$ cat src/sv/ffc_pkg.sv
package ffc_pkg;

  localparam int unsigned VAL_W = 32;
  localparam int unsigned HALF_W = 16;

  typedef enum logic [1:0] {
    OP_F32_TO_F16  = 2'd0,
    OP_F16_TO_F32  = 2'd1,
    OP_F32_TO_BF16 = 2'd2,
    OP_BF16_TO_F32 = 2'd3
  } opcode_t;

  // Single precision exponent thresholds, expressed against the biased fp32 exponent
  localparam logic [7:0] F32_EXP_MAX     = 8'hFF;
  localparam logic [7:0] F32_TO_F16_ADJ  = 8'd112;  // 127 - 15
  localparam logic [7:0] F16_OVF_EXP     = 8'd143;  // half exponent reaches 31
  localparam logic [7:0] F16_SUB_MIN_EXP = 8'd102;  // below this the half result is zero
  localparam logic [7:0] F16_SUB_SH_BASE = 8'd113;  // shift = 113 - exp
  localparam logic [7:0] F16_SUB_EXP_LO  = 8'd103;  // fp32 exponent of a half subnormal, bit 0
  localparam logic [4:0] F16_EXP_MAX     = 5'h1F;
  localparam logic [31:0] BF16_RND_BIAS  = 32'h0000_7FFF;

endpackage

$ cat src/sv/ffc_convert.sv
module ffc_convert (
  input  ffc_pkg::opcode_t                opcode,
  input  logic [ffc_pkg::VAL_W-1:0]       value_in,
  output logic [ffc_pkg::VAL_W-1:0]       value_out
);
  import ffc_pkg::*;

  // fp32 fields
  logic        s32;
  logic [7:0]  e32;
  logic [22:0] m32;
  logic [3:0]  sub_sh;
  logic [23:0] sub_man;
  logic [15:0] to_half;

  // fp16 fields
  logic        s16;
  logic [4:0]  e16;
  logic [9:0]  m16;
  logic [3:0]  top_pos;
  logic [3:0]  norm_sh;
  logic [9:0]  norm_man;
  logic [31:0] from_half;

  logic [31:0] bf_sum;

  assign s32 = value_in[31];
  assign e32 = value_in[30:23];
  assign m32 = value_in[22:0];

  // Only meaningful for exponents 102..112, giving shifts 1..11
  assign sub_sh  = 4'(F16_SUB_SH_BASE - e32);
  assign sub_man = {1'b1, m32} >> sub_sh;

  always_comb begin
    if (e32 == 8'd0) begin
      to_half = {s32, 15'd0};
    end else if (e32 == F32_EXP_MAX) begin
      to_half = {s32, F16_EXP_MAX, (|m32), 9'd0};
    end else if (e32 >= F16_OVF_EXP) begin
      to_half = {s32, F16_EXP_MAX, 10'd0};
    end else if (e32 < F16_SUB_MIN_EXP) begin
      to_half = {s32, 15'd0};
    end else if (e32 <= F32_TO_F16_ADJ) begin
      to_half = {s32, 5'd0, sub_man[22:13]};
    end else begin
      to_half = {s32, 5'(e32 - F32_TO_F16_ADJ), m32[22:13]};
    end
  end

  assign s16 = value_in[15];
  assign e16 = value_in[14:10];
  assign m16 = value_in[9:0];

  // Position of the leading one in a subnormal half mantissa
  always_comb begin
    top_pos = 4'd0;
    for (int i = 0; i < 10; i++) begin
      if (m16[i]) begin
        top_pos = 4'(i);
      end
    end
  end

  assign norm_sh  = 4'd10 - top_pos;
  assign norm_man = 10'({1'b0, m16} << norm_sh);

  always_comb begin
    if (e16 == 5'd0) begin
      if (m16 == 10'd0) begin
        from_half = {s16, 31'd0};
      end else begin
        from_half = {s16, F16_SUB_EXP_LO + {4'd0, top_pos}, norm_man, 13'd0};
      end
    end else if (e16 == F16_EXP_MAX) begin
      from_half = {s16, F32_EXP_MAX, m16, 13'd0};
    end else begin
      from_half = {s16, {3'd0, e16} + F32_TO_F16_ADJ, m16, 13'd0};
    end
  end

  // Round to nearest even; the add wraps at 32 bits
  assign bf_sum = value_in + BF16_RND_BIAS + {31'd0, value_in[16]};

  always_comb begin
    case (opcode)
      OP_F32_TO_F16:  value_out = {16'd0, to_half};
      OP_F16_TO_F32:  value_out = from_half;
      OP_F32_TO_BF16: value_out = {16'd0, bf_sum[31:16]};
      OP_BF16_TO_F32: value_out = {value_in[15:0], 16'd0};
      default:        value_out = '0;
    endcase
  end

endmodule

$ cat src/sv/float_format_converter.sv
// Channel   Ports                                      Direction
// input     in_valid, in_ready, in_opcode, in_value_in  into the block
// result    out_valid, out_ready, out_value_out         out of the block
//
// One item per cycle sustained while out_ready stays high.
// The depth is set by the input register and the result register, with the
// conversion logic between them.
// Synchronous active-low reset empties both registers; no other state.
// A stalled result holds in the result register while the input register
// still takes one more item.
module float_format_converter (
  input  logic                        clk,
  input  logic                        rst_n,
  input  logic                        in_valid,
  output logic                        in_ready,
  input  ffc_pkg::opcode_t            in_opcode,
  input  logic [ffc_pkg::VAL_W-1:0]   in_value_in,
  output logic                        out_valid,
  input  logic                        out_ready,
  output logic [ffc_pkg::VAL_W-1:0]   out_value_out
);
  import ffc_pkg::*;

  logic              s1_valid_r, s1_valid_nxt;
  opcode_t           s1_op_r;
  logic [VAL_W-1:0]  s1_val_r;
  logic              s2_valid_r, s2_valid_nxt;
  logic [VAL_W-1:0]  s2_val_r;
  logic [VAL_W-1:0]  conv_val;
  logic              s2_ready;
  logic              s1_ready;

  assign s2_ready = !s2_valid_r || out_ready;
  assign s1_ready = !s1_valid_r || s2_ready;
  assign in_ready = s1_ready;

  assign s1_valid_nxt = (in_valid && s1_ready) || (s1_valid_r && !s2_ready);
  assign s2_valid_nxt = (s1_valid_r && s2_ready) || (s2_valid_r && !out_ready);

  ffc_convert u_convert (
    .opcode    (s1_op_r),
    .value_in  (s1_val_r),
    .value_out (conv_val)
  );

  always_ff @(posedge clk) begin
    if (!rst_n) begin
      s1_valid_r <= 1'b0;
      s2_valid_r <= 1'b0;
    end else begin
      s1_valid_r <= s1_valid_nxt;
      s2_valid_r <= s2_valid_nxt;
    end
  end

  always_ff @(posedge clk) begin
    if (in_valid && s1_ready) begin
      s1_op_r  <= in_opcode;
      s1_val_r <= in_value_in;
    end
    if (s1_valid_r && s2_ready) begin
      s2_val_r <= conv_val;
    end
  end

  assign out_valid     = s2_valid_r;
  assign out_value_out = s2_val_r;

endmodule

$ cat config.mk
export PLATFORM = sky130hd
export DESIGN_NAME = float_format_converter
export DESIGN_NICKNAME = d
export VERILOG_FILES = /design/src/sv/ffc_pkg.sv /design/src/sv/ffc_convert.sv /design/src/sv/float_format_converter.sv
export SDC_FILE = /design/constraint.sdc
export NUM_CORES = 1
export LEC_CHECK = 0
export BUFFER_PORTS_ARGS = -buffer_cell sky130_fd_sc_hd__buf_2
export CAP_MARGIN = 20
export CORE_MARGIN = 5
export CORE_UTILIZATION = 40
export CTS_CLUSTER_SIZE = 14
export DETAILED_ROUTE_END_ITERATION = 12
export GPL_ROUTABILITY_DRIVEN = 0
export PLACE_DENSITY_LB_ADDON = 0.15
export SYNTH_ARGS = -nofsm -noshare
export SYNTH_HDL_FRONTEND = slang
export SYNTH_SLANG_ARGS = --single-unit
$ cat constraint.sdc
create_clock -name clk -period 3.6 [get_ports clk]
set_input_delay 0.18 -clock clk [delete_from_list [all_inputs] [get_ports clk]]
set_output_delay 0.18 -clock clk [all_outputs]
set_load 0.01 [all_outputs]
# After elaboration in Yosys (flattened, before gate mapping)
# Cells that the tools add are included.
# totals
output_inout_bits,34
inputBits,38
word_cells,57
register_bits,68
# op_classes
shift,2
muxes,18
n_lt_le_gt_ge,3
eq_ne,5
n_reduce_logical,17
n_addsub,7
# op_table
op,count
32-bit one-hot mux with 4 select lines,1
31-bit two-way mux,3
15-bit two-way mux,5
32-bit by 1-bit adder with 32-bit output,1
32-bit by 15-bit adder with 32-bit output (second input constant),1
24-bit by 4-bit right shift with 23-bit output,1
23-bit OR reduction,1
3-bit two-way mux,4
10-bit logical NOT,1
10-bit by 4-bit << shifter with 10-bit output,1
5-bit by 7-bit adder with 8-bit output (second input constant),1
7-bit by 4-bit adder with 8-bit output (first input constant),1
8-bit == test (second input constant),1
8-bit greater-or-equal comparator (second input constant),1
8-bit by 7-bit less-or-equal comparator with 1-bit output (second input constant),1
8-bit logical NOT,1
8-bit by 7-bit < comparator with 1-bit output (second input constant),1
4-bit two-way mux,2
5-bit == test (second input constant),1
5-bit logical NOT,1
5-bit subtractor (second input constant),1
2-bit == test (second input constant),2
1-bit logical AND,4
1-bit logical NOT,4
7 further kinds,11

# Longest topological paths before layout
# Gate-level depths: netlist (run 1).
# depth
word_depth,14
mapped_depth,13
ltp_nobuf,9

# Modules after synthesis
# From an unflattened synthesis (run 1), not the netlist that was laid out.
# unflattened
hier_cells,412
hier_area_um2,4255.3
# modules_own_cells
mod,instances,cells_per_inst,seq_area_each_um2,area_each_um2
ffc_convert,1,337,0.0,2169.6
float_format_converter,1,75,2021.9,2085.8

# Least setup slack after synthesis (run 1)
# Ideal clock, no wire load.
# synth_timing
path_kind,reg2reg
start,reg s1_val_r[2]
end,"reg s2_val_r[21] (netlist: out_value_out[21]), data pin"
slack_ns,0.897
period_less_slack_ns,2.703
arrival_ns,2.440
setup_time_ns,0.262
path_stages_with_launch,12
cell_sequence,edfxtp_1 -> and2b_1 -> o211ai_2 -> and2_4 -> buf_12 -> ha_1 -> clkbuf_1 -> inv_1 -> clkbuf_1 -> mux4_2 -> a32oi_1 -> o21ai_1
# synth_between
elab_chain_len,13
word_cells_on_any_way,14
classes_between,add/sub (1); shift (1); mux (11); reduce/logical (1)
# synth_rtl
item,line,source
"start, declared",float_format_converter.sv:26,logic [VAL_W-1:0] s1_val_r;
"start signal, assigned",float_format_converter.sv:59,s1_val_r <= in_value_in;
2-bit two-way mux (2 in a row),ffc_convert.sv:59,if (m16[i]) begin
3-bit two-way mux (4 in a row),ffc_convert.sv:59,
4-bit two-way mux (2 in a row),ffc_convert.sv:59,
4-bit subtractor,ffc_convert.sv:65,assign norm_sh = 4'd10 - top_pos;
10-bit by 4-bit << shifter with 10-bit output,ffc_convert.sv:66,"assign norm_man = 10'({1'b0, m16} << norm_sh);"
31-bit two-way mux (*),ffc_convert.sv:70,if (m16 == 10'd0) begin
31-bit two-way mux (*),ffc_convert.sv:69,if (e16 == 5'd0) begin
32-bit one-hot mux with 4 select lines (*),ffc_convert.sv:86,case (opcode)
via conv_val[21],float_format_converter.sv:29,logic [VAL_W-1:0] conv_val;
"end signal, assigned",float_format_converter.sv:62,s2_val_r <= conv_val;
"end, declared",float_format_converter.sv:28,logic [VAL_W-1:0] s2_val_r;
# The timed path passes the listed nets; every way through them passes the cells marked *.
# A chain may end at the register's enable or synchronous reset.

# Worst setup path in the final report (run 1)
# layout_timing
start,reg s1_val_r[7]
end,"reg s2_val_r[21] (netlist: out_value_out[21]), data pin"
# layout_between
elab_chain_len,8
word_cells_on_any_way,9
classes_between,add/sub (1); shift (1); mux (6); reduce/logical (1)
# layout_rtl
item,line
3-bit two-way mux,ffc_convert.sv:59
4-bit two-way mux (2 in a row),ffc_convert.sv:59
4-bit subtractor,ffc_convert.sv:65
10-bit by 4-bit << shifter with 10-bit output,ffc_convert.sv:66
31-bit two-way mux (*),ffc_convert.sv:70
31-bit two-way mux (*),ffc_convert.sv:69
32-bit one-hot mux with 4 select lines (*),ffc_convert.sv:86
via conv_val[21],float_format_converter.sv:29
# Marked as above.

==> metrics.md, run 1 <==
| Metric | Value |
|---|---|
| Status | `finished clean` |
| Std-Cell Rows | `37` |
| Post-Synth Simple-Gate Area | `between 10% and 20%` |
| Synthesized flop and latch total | `68` |
| Avg Inst Size Synth | `10.5 µm²` |
| Layout cells sized above 1 | `22.9%` |
| Prevailing post-synth register cell | `edfxtp_1` |
| Core Area | `10200 µm²` |
| Reg2Reg Capture Point | `out_value_out[21]` |
| Wire length on met1 | `5100 µm` |
| Clk_skew | `0.00971 ns` |
| Later-pin clock latency in the skew report | `0.34 ns` |
| Tot GR Track Use | `about 17%` |
| CTS buffer count | `9` |
| Crit Reg-Reg Startpoint | `s1_val_r[7]` |
| Cell count after synthesis | `between 300 and 400` |
| Worst setup SP type | `flip-flop` |
| Vias in the first global route | `3217` |
| CTS tree | `yes` |
| Crit path DAT | `2.88 ns` |
| Slew HR | `51.9%` |
| LEAKAGE | `1.86 nW` |
| Initial DRC Count | `379` |
| Synth cell types | `60` |
| H-tree depth | `3` |
| Layout area overhead | `19.6%` |
| Clock slew at reported path FFs | `0.07 ns` |
| Adder-Cell Fraction of Synth Area | `1.22%` |
| DPL Wire Length | `7470 µm` |
| DRC Markers | `0` |
| Clock network power share | `31.6%` |
| Vias per cell | `~5.7` |
| Most frequent cells in the layout | `buf_2, edfxtp_1, nand2_1` |
| Hold Crit Endpoint | `s1_val_r[4]` |
| First-pass GRT wire length | `17000 µm` |
| Ports | `72` |
| Reg2Reg Depth | `7` |
| Vias post-DR | `3460` |
| R2R Setup Slk | `roughly 0.80 ns` |
| Core Util, Final | `48.3%` |
| Final setup viols | `0` |
| Mapped cell area | `4110 µm²` |
| Clk root buf | `clkbuf_8` |
| Initial antenna violation count | `0` |
| Initial core utilization | `between 40% and 50%` |
| Crit-path max FO | `11` |
| Combinational power share | `16.7%` |
| RSZ-0062 raised after global routing | `false` |
| Post-layout nets | `slightly above 500` |
| MaxCap Viol Count | `0` |
| F_max | `approximately 360 MHz` |
| Max Used Layer | `met4` |
| Die Y-Extent | `111 µm` |
| Hold path start | `in_value_in[4]` |
| Area after DPL | `4540 µm²` |
| Hold Crit Class | `in -> reg` |
| Fin Setup TNS | `0 ns` |
| Sw power | `about 0.00051 W` |
| Hold Crit Depth | `1` |
| Clock tree buffer depth | `2` |
| Design Area, Final | `just under 5000 µm²` |
| Switching share of power | `around 27%` |
| Hold Fails Final Rpt | `0` |
| ANT cells | `0` |
| Critical Path RT | `approximately 3.7 ns` |
| Portion of total power attributed to sequential cells | `51.6%` |
| Main combinational cell family by area after synthesis | `simple AND/OR/NAND/NOR gates` |
| Full die area | `12400 µm²` |
| Post-synthesis sequential area ratio | `between 40% and 50%` |
| Worst Tran Pin Value | `around 0.72 ns` |
| Worst vdd ir | `0.207 mV` |
| Grt ovf | `0` |
| Final period utilization | `77.7%` |
| Routed wire length on met2 | `between 4000 and 5000 µm` |
| Routed met3 length | `883 µm` |
| Int Power | `~0.0014 W` |
| Wirelength per Cell | `17.3 µm` |
| Die X | `111 µm` |
| WP buf/inv | `1` |
| CP endpoint kind | `flip-flop` |
| Number of port buffers | `approximately 70` |
| Crit path max-delay family | `compound AO/OA/AOI/OAI gates` |
| Yosys Warn Count | `0` |
| Antenna Nets Post-Route | `0` |
| Ys async rst share | `0%` |
| Final WL | `10500 µm` |
| Largest stage delay, worst path | `0.52 ns` |
| Clk sinks | `68` |
| Post-synthesis compound-gate area fraction | `15.4%` |
| Post-synth EDFFs | `66` |
| Commonest non-fill, non-tap cell in the layout | `buf_2` |
| Final Max Tran Viols | `0` |
| Crit Path Class | `reg -> reg` |
| Pin count of the biggest net entering global routing | `35` |
| Mapped Nets | `434` |
| Post-Synth XOR/XNOR Area | `4.05%` |
| Slowest CP cell | `edfxtp_1` |
| PD cells | `slightly below 400 nW/µm²` |
| Minimum clock period | `roughly 2.8 ns` |
| Mux cell area share after synthesis | `9.43%` |
| Pre-antenna DRT Iters | `5` |
| Worst path cell trace | `a221oi_1 > and2_4 > ha_1 > inv_1 > mux4_2 > a32oi_1 > o21ai_1` |
[registers in the layout, indices dropped and copies added (netlist names)]
signal         flops
out_valid          1
out_value_out     32
s1_op_r            2
s1_val_r          32
s1_valid_r         1
[synthesized netlist by cell type, drive strengths merged (9+ instances only)]
master	count	share of area [%]
xor2	10	2.1
nand3	14	1.7
o22ai	16	2.4
edfxtp	66	48
o21ai	26	3.2
mux2i	23	5.6
a21oi	15	1.8
xnor2	9	1.9
inv	10	1.1
nor3	15	1.8
nand2	36	3.3
nor2	20	1.8
clkbuf	24	2.2
[worst max-delay path by stage]
stage | from | endpoint | slack [ns] | cells past startpoint
global placement | s1_val_r[1] | out_value_out[20] | 0.91 | 10
global route | s1_val_r[7] | out_value_out[21] | 0.67 | 7
floorplan | s1_val_r[2] | out_value_out[21] | 0.90 | 11
detailed placement | s1_val_r[7] | out_value_out[21] | 0.85 | 7
finish | s1_val_r[7] | out_value_out[21] | 0.80 | 7
CTS | s1_val_r[7] | out_value_out[21] | 0.83 | 7
[power by group through the flow]
| stage | logic (W) | registers, W | clock network (W) |
|---|---|---|---|
| after floorplan | 0.000226 | 0.000971 | 0 |
| after global placement | 0.000299 | 0.000995 | 0 |
| after detailed placement | 0.000299 | 0.000996 | 0 |
| after CTS | 0.000314 | 0.000978 | 0.000620 |
| after global routing | 0.000349 | 0.000986 | 0.000646 |
| final | 0.000317 | 0.000980 | 0.000600 |
[per-stage QoR]
step | std cells | power, W | setup WS, ns | hold slack, ns
after floorplan | 392 | 0.00120 | 0.897 | 0.279
after global placement | 573 | 0.00129 | 0.907 | 0.357
after detailed placement | 573 | 0.00129 | 0.845 | 0.358
after CTS | 606 | 0.00191 | 0.830 | 0.000190
after global routing | 608 | 0.00198 | 0.666 | 0.000814
final | 608 | 0.00190 | 0.801 | 0.0139
[routing by layer]
metal | vias to the layer above | global-route usage (%)
li1 | 1636 | -
met1 | 1630 | 26.3
met2 | 172 | 23.6
met3 | 22 | 3.26
met4 | 0 | 5.52
met5 | - | 0
[kinds of logic after synthesis]
logic type | Yosys count
and+or+nand+nor | 131
buffers and inverters | 42
adders and majority gates | 4
DFF | 68
AOI/OAI and AO/OA | 96
xor gates and xnor gates | 19
muxes | 32
[worst register-to-register path, delay by kind of cell, from the launching register on]
family	cells	cell delay, ns
compound gates	3	0.66
fa+ha+maj	1	0.34
buf+inv	1	0.32
simple gates	1	0.29
flops	1	0.52
mux	1	0.40
[timing repair]
action	4_1_cts	5_1_grt
endpoints found under the hold margin	17	2
buffers inserted	0	0
gates resized for setup	0	0
hold buffers	17	2
[cell type report]
cell class	instances	area, µm²
Clock buffer	11	131
Timing Repair Buffer	96	591
Sequential cell	68	2020
Multi-Input combinational cell	282	1910
Inverter	10	45.0
Fill cell	951	5270
Tap cell	136	170
Clock inverter	5	52.6
Power figures use the tool's default switching activity.
==> run 2, diff against run 1 <==
clock period = 2.62 ns   (was 3.6 ns; I/O delays follow)
==> run 2 against run 1 <==
  * Maximum frequency up 12%
  * Clock power up 75%
  * Total power up 52%
  * Critical path type unchanged
  * Largest cell class unchanged
==> metrics.md, run 2 (synthesis results as in run 1) <==
| Metric | Value |
|---|---|
| CTS tree | `yes` |
| RSZ-0062 raised after global routing | `false` |
| Sequential cell area | `2020 µm²` |
| Post-layout nets | `roughly 560` |
| Ports | `72` |
| Std-Cell Rows | `37` |
| Pin count of the biggest net entering global routing | `35` |
| Crit Path Class | `reg -> reg` |
| PnR Total Power | `0.00289 W` |
| Slowest CP cell | `edfxtp_1` |
| Worst Tran Pin Value | `roughly 0.68 ns` |
| Status | `finished clean` |
| Clock slew at reported path FFs | `~0.08 ns` |
| Reg2Reg Capture Point | `out_value_out[20]` |
| Most frequent cells in the layout | `buf_2, edfxtp_1, buf_4` |
| Initial DRC Count | `260` |
| Antenna Nets Post-Route | `0` |
| Hold Crit Class | `in -> reg` |
| Layout area overhead | `30.5%` |
| Worst vdd ir | `approximately 0.26 mV` |
| Hold Crit Depth | `2` |
| Final period utilization | `between 90% and 100%` |
| Minimum clock period | `roughly 2.5 ns` |
| Critical Path RT | `about 2.7 ns` |
| R2R Setup Slk | `about 0.13 ns` |
| Hold Crit Endpoint | `out_valid` |
| Clk root buf | `clkbuf_8` |
| Commonest non-fill, non-tap cell in the layout | `buf_2` |
| Final Max Tran Viols | `0` |
| Hold Fails Final Rpt | `0` |
| Die X | `111 µm` |
| Largest stage delay, worst path | `0.44 ns` |
| DRC Markers | `0` |
| PD cells | `approximately 540 nW/µm²` |
| Reg2Reg Depth | `10` |
| Final WL | `10900 µm` |
| Full die area | `~12000 µm²` |
| ANT cells | `0` |
| Later-pin clock latency in the skew report | `0.35 ns` |
| CP endpoint kind | `flip-flop` |
| CTS buffer count | `9` |
| Fin Setup TNS | `0 ns` |
| Pre-antenna DRT Iters | `4` |
| F_max | `approximately 400 MHz` |
| Wirelength per Cell | `between 15 and 20 µm` |
| Multi-input gate area | `1920 µm²` |
| Worst path cell trace | `inv_2 > a221oi_2 > and2_4 > inv_8 > ha_1 > xnor2_1 > buf_4 > a221o_1 > a41oi_1 > o21ai_1` |
| Clk_skew | `0.0123 ns` |
| Vias per cell | `roughly 5.5` |
| Crit Reg-Reg Startpoint | `s1_val_r[8]` |
| MaxCap Viol Count | `0` |
| Grt ovf | `0` |
| DPL Wire Length | `between 7000 and 8000 µm` |
| Crit path DAT | `2.57 ns` |
| Crit-path max FO | `11` |
| Vias in the first global route | `around 3500` |
| LEAKAGE | `between 2 and 2.5 nW` |
| Core Area | `10200 µm²` |
| Hold path start | `rst_n` |
| Layout cells sized above 1 | `27.6%` |
| Filler cells | `about 950` |
| First-pass GRT wire length | `around 18000 µm` |
| Final setup viols | `0` |
| Tot GR Track Use | `17.7%` |
| Clock tree buffer depth | `2` |
| Initial core utilization | `around two fifths` |
| Initial antenna violation count | `0` |
| Die Y-Extent | `111 µm` |
| Slew HR | `54.5%` |
| Worst setup SP type | `flip-flop` |
| Clk sinks | `68` |
| Vias post-DR | `3568` |
| H-tree depth | `3` |
| Number of port buffers | `71` |
==> run 2: cell types whose count changed in the layout (fill, tap and decap cells not counted), sizes merged <==
cell / change
bufinv: +2
buf: +31
dlygate4sd3: +15
clkbuf: -1
clkinvlp: -1
==> run 2: power breakdown <==
| part | leakage, nW | internal, W | total (W) | switching, W |
|---|---|---|---|---|
| logic | 1.33 | 0.000249 | 0.000522 | 0.000273 |
| registers | 0.652 | 0.00127 | 0.00132 | 0.0000572 |
| clock network | 0.120 | 0.000634 | 0.00105 | 0.000413 |
| total | 2.10 | 0.00215 | 0.00289 | 0.000743 |
==> run 2: stage by stage <==
step | utilization (%) | setup slack, ns | hold slack [ns] | cell area [µm²] | instances
CTS | 52.3 | 0.0573 | 0.000210 | 5330 | 650
floorplan | - | 0.0150 | 0.230 | 4110 | 392
global route | 52.7 | 0.0114 | 0.0188 | 5370 | 654
detailed placement | 46.6 | 0.0632 | 0.309 | 4750 | 600
finish | 52.7 | 0.130 | 0.0181 | 5370 | 654
global placement | 46.6 | 0.195 | 0.308 | 4750 | 600
==> run 2: metal layers <==
metal	vias to the layer above	global-route usage [%]	wire, µm
li1	1730	-	-
met1	1639	25.9	5130
met2	170	25.8	4590
met3	29	3.64	879
met4	0	6.97	271
met5	-	0	0
==> run 2: how the worst max path moves through the flow <==
stage,start,end,slack [ns],cells after the start
after floorplan,s1_val_r[2],out_value_out[21],0.01,11
after global placement,s1_val_r[6],out_value_out[20],0.20,10
after detailed placement,s1_val_r[6],out_value_out[20],0.06,10
after CTS,s1_val_r[6],out_value_out[20],0.06,10
after global routing,s1_val_r[6],out_value_out[20],0.01,9
final,s1_val_r[8],out_value_out[20],0.13,10
==> run 2: cell type report <==
class                      count  share of cell area [%]
clock buffer                  10                    2.38
clock inverter                 6                    2.10
inverter                      10                   0.839
multi-input combinational    282                    35.7
sequential                    68                    37.7
tap                          136                    3.17
timing repair buffer         142                    18.1
==> run 2: timing repair <==
item / 4_1_cts / 5_1_grt
hold buffers: 34 / 0
resized for setup: 0 / 3
endpoints found under the hold margin: 34 / 0
setup endpoints to repair: 0 / 7
buffers inserted: 0 / 4
==> run 2: critical path: cells and delay by family (launching register included) <==
| kind | cells | cell delay, ns |
|---|---|---|
| compound gates | 4 | 0.90 |
| flops | 1 | 0.44 |
| buf+inv | 3 | 0.32 |
| simple gates | 1 | 0.22 |
| fa+ha+maj | 1 | 0.19 |
| xor+xnor | 1 | 0.15 |
==> run 3, diff against run 2 <==
CORE_ASPECT_RATIO = 0.7   (was default)
==> run 3 against run 2 <==
  * Wire length is 2.8% higher
  * Clock power about the same
  * Utilization decreased by 0.43 points
  * Sequential power is essentially flat
  * Combinational power about the same
  * Clock-buffer cell count is the same
  * Non-clock buffer count shrank 5
  * Clock skew decreased by 0.0028 ns
  * Sequential share of layout area up 0.25 points
  * Global-route usage is 0.66 points higher
  * Critical path type unchanged
  * Largest power group unchanged
==> metrics.md, run 3 (synthesis results as in run 1) <==
| Metric | Value |
|---|---|
| Status | `finished clean` |
| Post-layout nets | `between 500 and 600` |
| Antenna Nets Post-Route | `0` |
| Design Area, Final | `5330 µm²` |
| Slowest CP cell | `edfxtp_1` |
| F_max | `between 400 and 500 MHz` |
| Vias in the first global route | `3344` |
| Pre-antenna DRT Iters | `5` |
| Pin count of the biggest net entering global routing | `35` |
| CTS tree | `yes` |
| Tot GR Track Use | `18.4%` |
| Full die area | `12400 µm²` |
| Clock tree buffer depth | `2` |
| Worst path cell trace | `a221oi_1 > and2_4 > buf_4 > ha_1 > inv_2 > mux4_2 > a32oi_1 > o21ai_1` |
| Area after DPL | `4730 µm²` |
| Layout cells sized above 1 | `roughly a quarter` |
| Die Y-Extent | `~95 µm` |
| Crit path max-delay family | `compound AO/OA/AOI/OAI gates` |
| Initial antenna violation count | `0` |
| Layout area overhead | `29.7%` |
| Worst Tran Pin Value | `around 0.66 ns` |
| Layout Cells excl Fill | `643` |
| Hold Fails Final Rpt | `0` |
| Initial DRC Count | `322` |
| Crit path DAT | `2.55 ns` |
| Final WL | `11200 µm` |
| CTS buffer count | `9` |
| Clk root buf | `clkbuf_16` |
| Core Area | `between 10000 and 15000 µm²` |
| # placed instances | `approximately 600` |
| Final Max Tran Viols | `0` |
| CP endpoint kind | `flip-flop` |
| Commonest non-fill, non-tap cell in the layout | `buf_2` |
| Crit Path Class | `reg -> reg` |
| Clk sinks | `68` |
| Most frequent cells in the layout | `buf_2, edfxtp_1, nand2_1` |
| Fin Setup TNS | `0 ns` |
| Slew HR | `56.0%` |
| Later-pin clock latency in the skew report | `0.34 ns` |
| Final period utilization | `94.6%` |
| H-tree depth | `3` |
| Worst setup SP type | `flip-flop` |
| Worst vdd ir | `between 0.3 and 0.4 mV` |
| Clk_skew | `0.00954 ns` |
| Largest stage delay, worst path | `0.47 ns` |
| DPL Wire Length | `8110 µm` |
| Final setup viols | `0` |
| RSZ-0062 raised after global routing | `false` |
| Setup WS pre-CTS | `-0.00184 ns` |
| First-pass GRT wire length | `between 15000 and 20000 µm` |
| Minimum clock period | `2.48 ns` |
| Ports | `72` |
| Crit-path max FO | `8` |
| Critical Path RT | `2.69 ns` |
| ANT cells | `0` |
| Die X | `approximately 130 µm` |
| Final WS setup | `0.142 ns` |
| LEAKAGE | `2.08 nW` |
| Grt ovf | `0` |
| Number of port buffers | `71` |
| Vias post-DR | `3535` |
| Clock slew at reported path FFs | `0.05 ns` |
| Initial core utilization | `40.3%` |
| WP buf/inv | `2` |
| DRC Markers | `0` |
| Wirelength per Cell | `17.4 µm` |
| MaxCap Viol Count | `0` |
| Std-Cell Rows | `31` |
| PD cells | `543 nW/µm²` |
| Hold Crit Class | `in -> reg` |
| Vias per cell | `5.50` |
## run 3: changes by cell type in the layout (fill, tap and decap cells not counted), sizes merged
cell	previous run	this run
buf	108	103
bufinv	3	0
clkinv	3	4
## run 3: where the power goes
part | switching [W] | internal [W]
registers | 0.0000576 | 0.00127
logic | 0.000278 | 0.000245
clock network | 0.000423 | 0.000620
total | 0.000759 | 0.00214
## run 3: per-layer routing
metal | part of all wire [%] | GRT usage (%)
met1 | 51 | 28.5
met2 | 38 | 24.1
met3 | 10 | 5.75
met5 | 0 | 0
met4 | 1.0 | 4.93
## run 3: path summary, 6_finish.rpt
path                                   from                end  slack [ns]  depth (start not counted)
worst max-delay path            s1_val_r[7]  out_value_out[21]        0.14                          8
worst min-delay path                  rst_n          out_valid        0.02                          2
worst max register to register  s1_val_r[7]  out_value_out[21]        0.14                          8
worst min register to register   s1_valid_r          out_valid        0.53                          1
## run 3: through the flow
step           hold slack [ns]  power [W]  utilization [%]
2_1_floorplan            0.230    0.00165                -
3_3_place_gp             0.307    0.00182             46.3
3_5_place_dp             0.309    0.00182             46.3
4_1_cts                 0.0125    0.00291             52.2
5_1_grt                 0.0222    0.00302             52.3
6_report                0.0214    0.00289             52.3
## run 3: worst reg2reg max path, delay by kind of cell (launching register included)
kind | cells | cell delay (ns)
simple gates | 1 | 0.23
mux | 1 | 0.33
flops | 1 | 0.47
compound gates | 3 | 0.64
fa+ha+maj | 1 | 0.26
buf+inv | 2 | 0.31
## run 3: layout make-up
cell class / instances / area, µm²
Fill cell: 946 / 4870
Sequential cell: 68 / 2020
Multi-Input combinational cell: 282 / 1920
Timing Repair Buffer: 137 / 936
Clock buffer: 10 / 229
Tap cell: 132 / 165
Inverter: 10 / 45.0
Clock inverter: 4 / 18.8
## run 3: what timing repair did
item | 4_1_cts | 5_1_grt
gates resized for setup | 0 | 3
endpoints found under the setup margin | 1 | 3
buffers inserted | 1 | 0
hold buffers | 34 | 0
hold endpoints to repair | 34 | 0
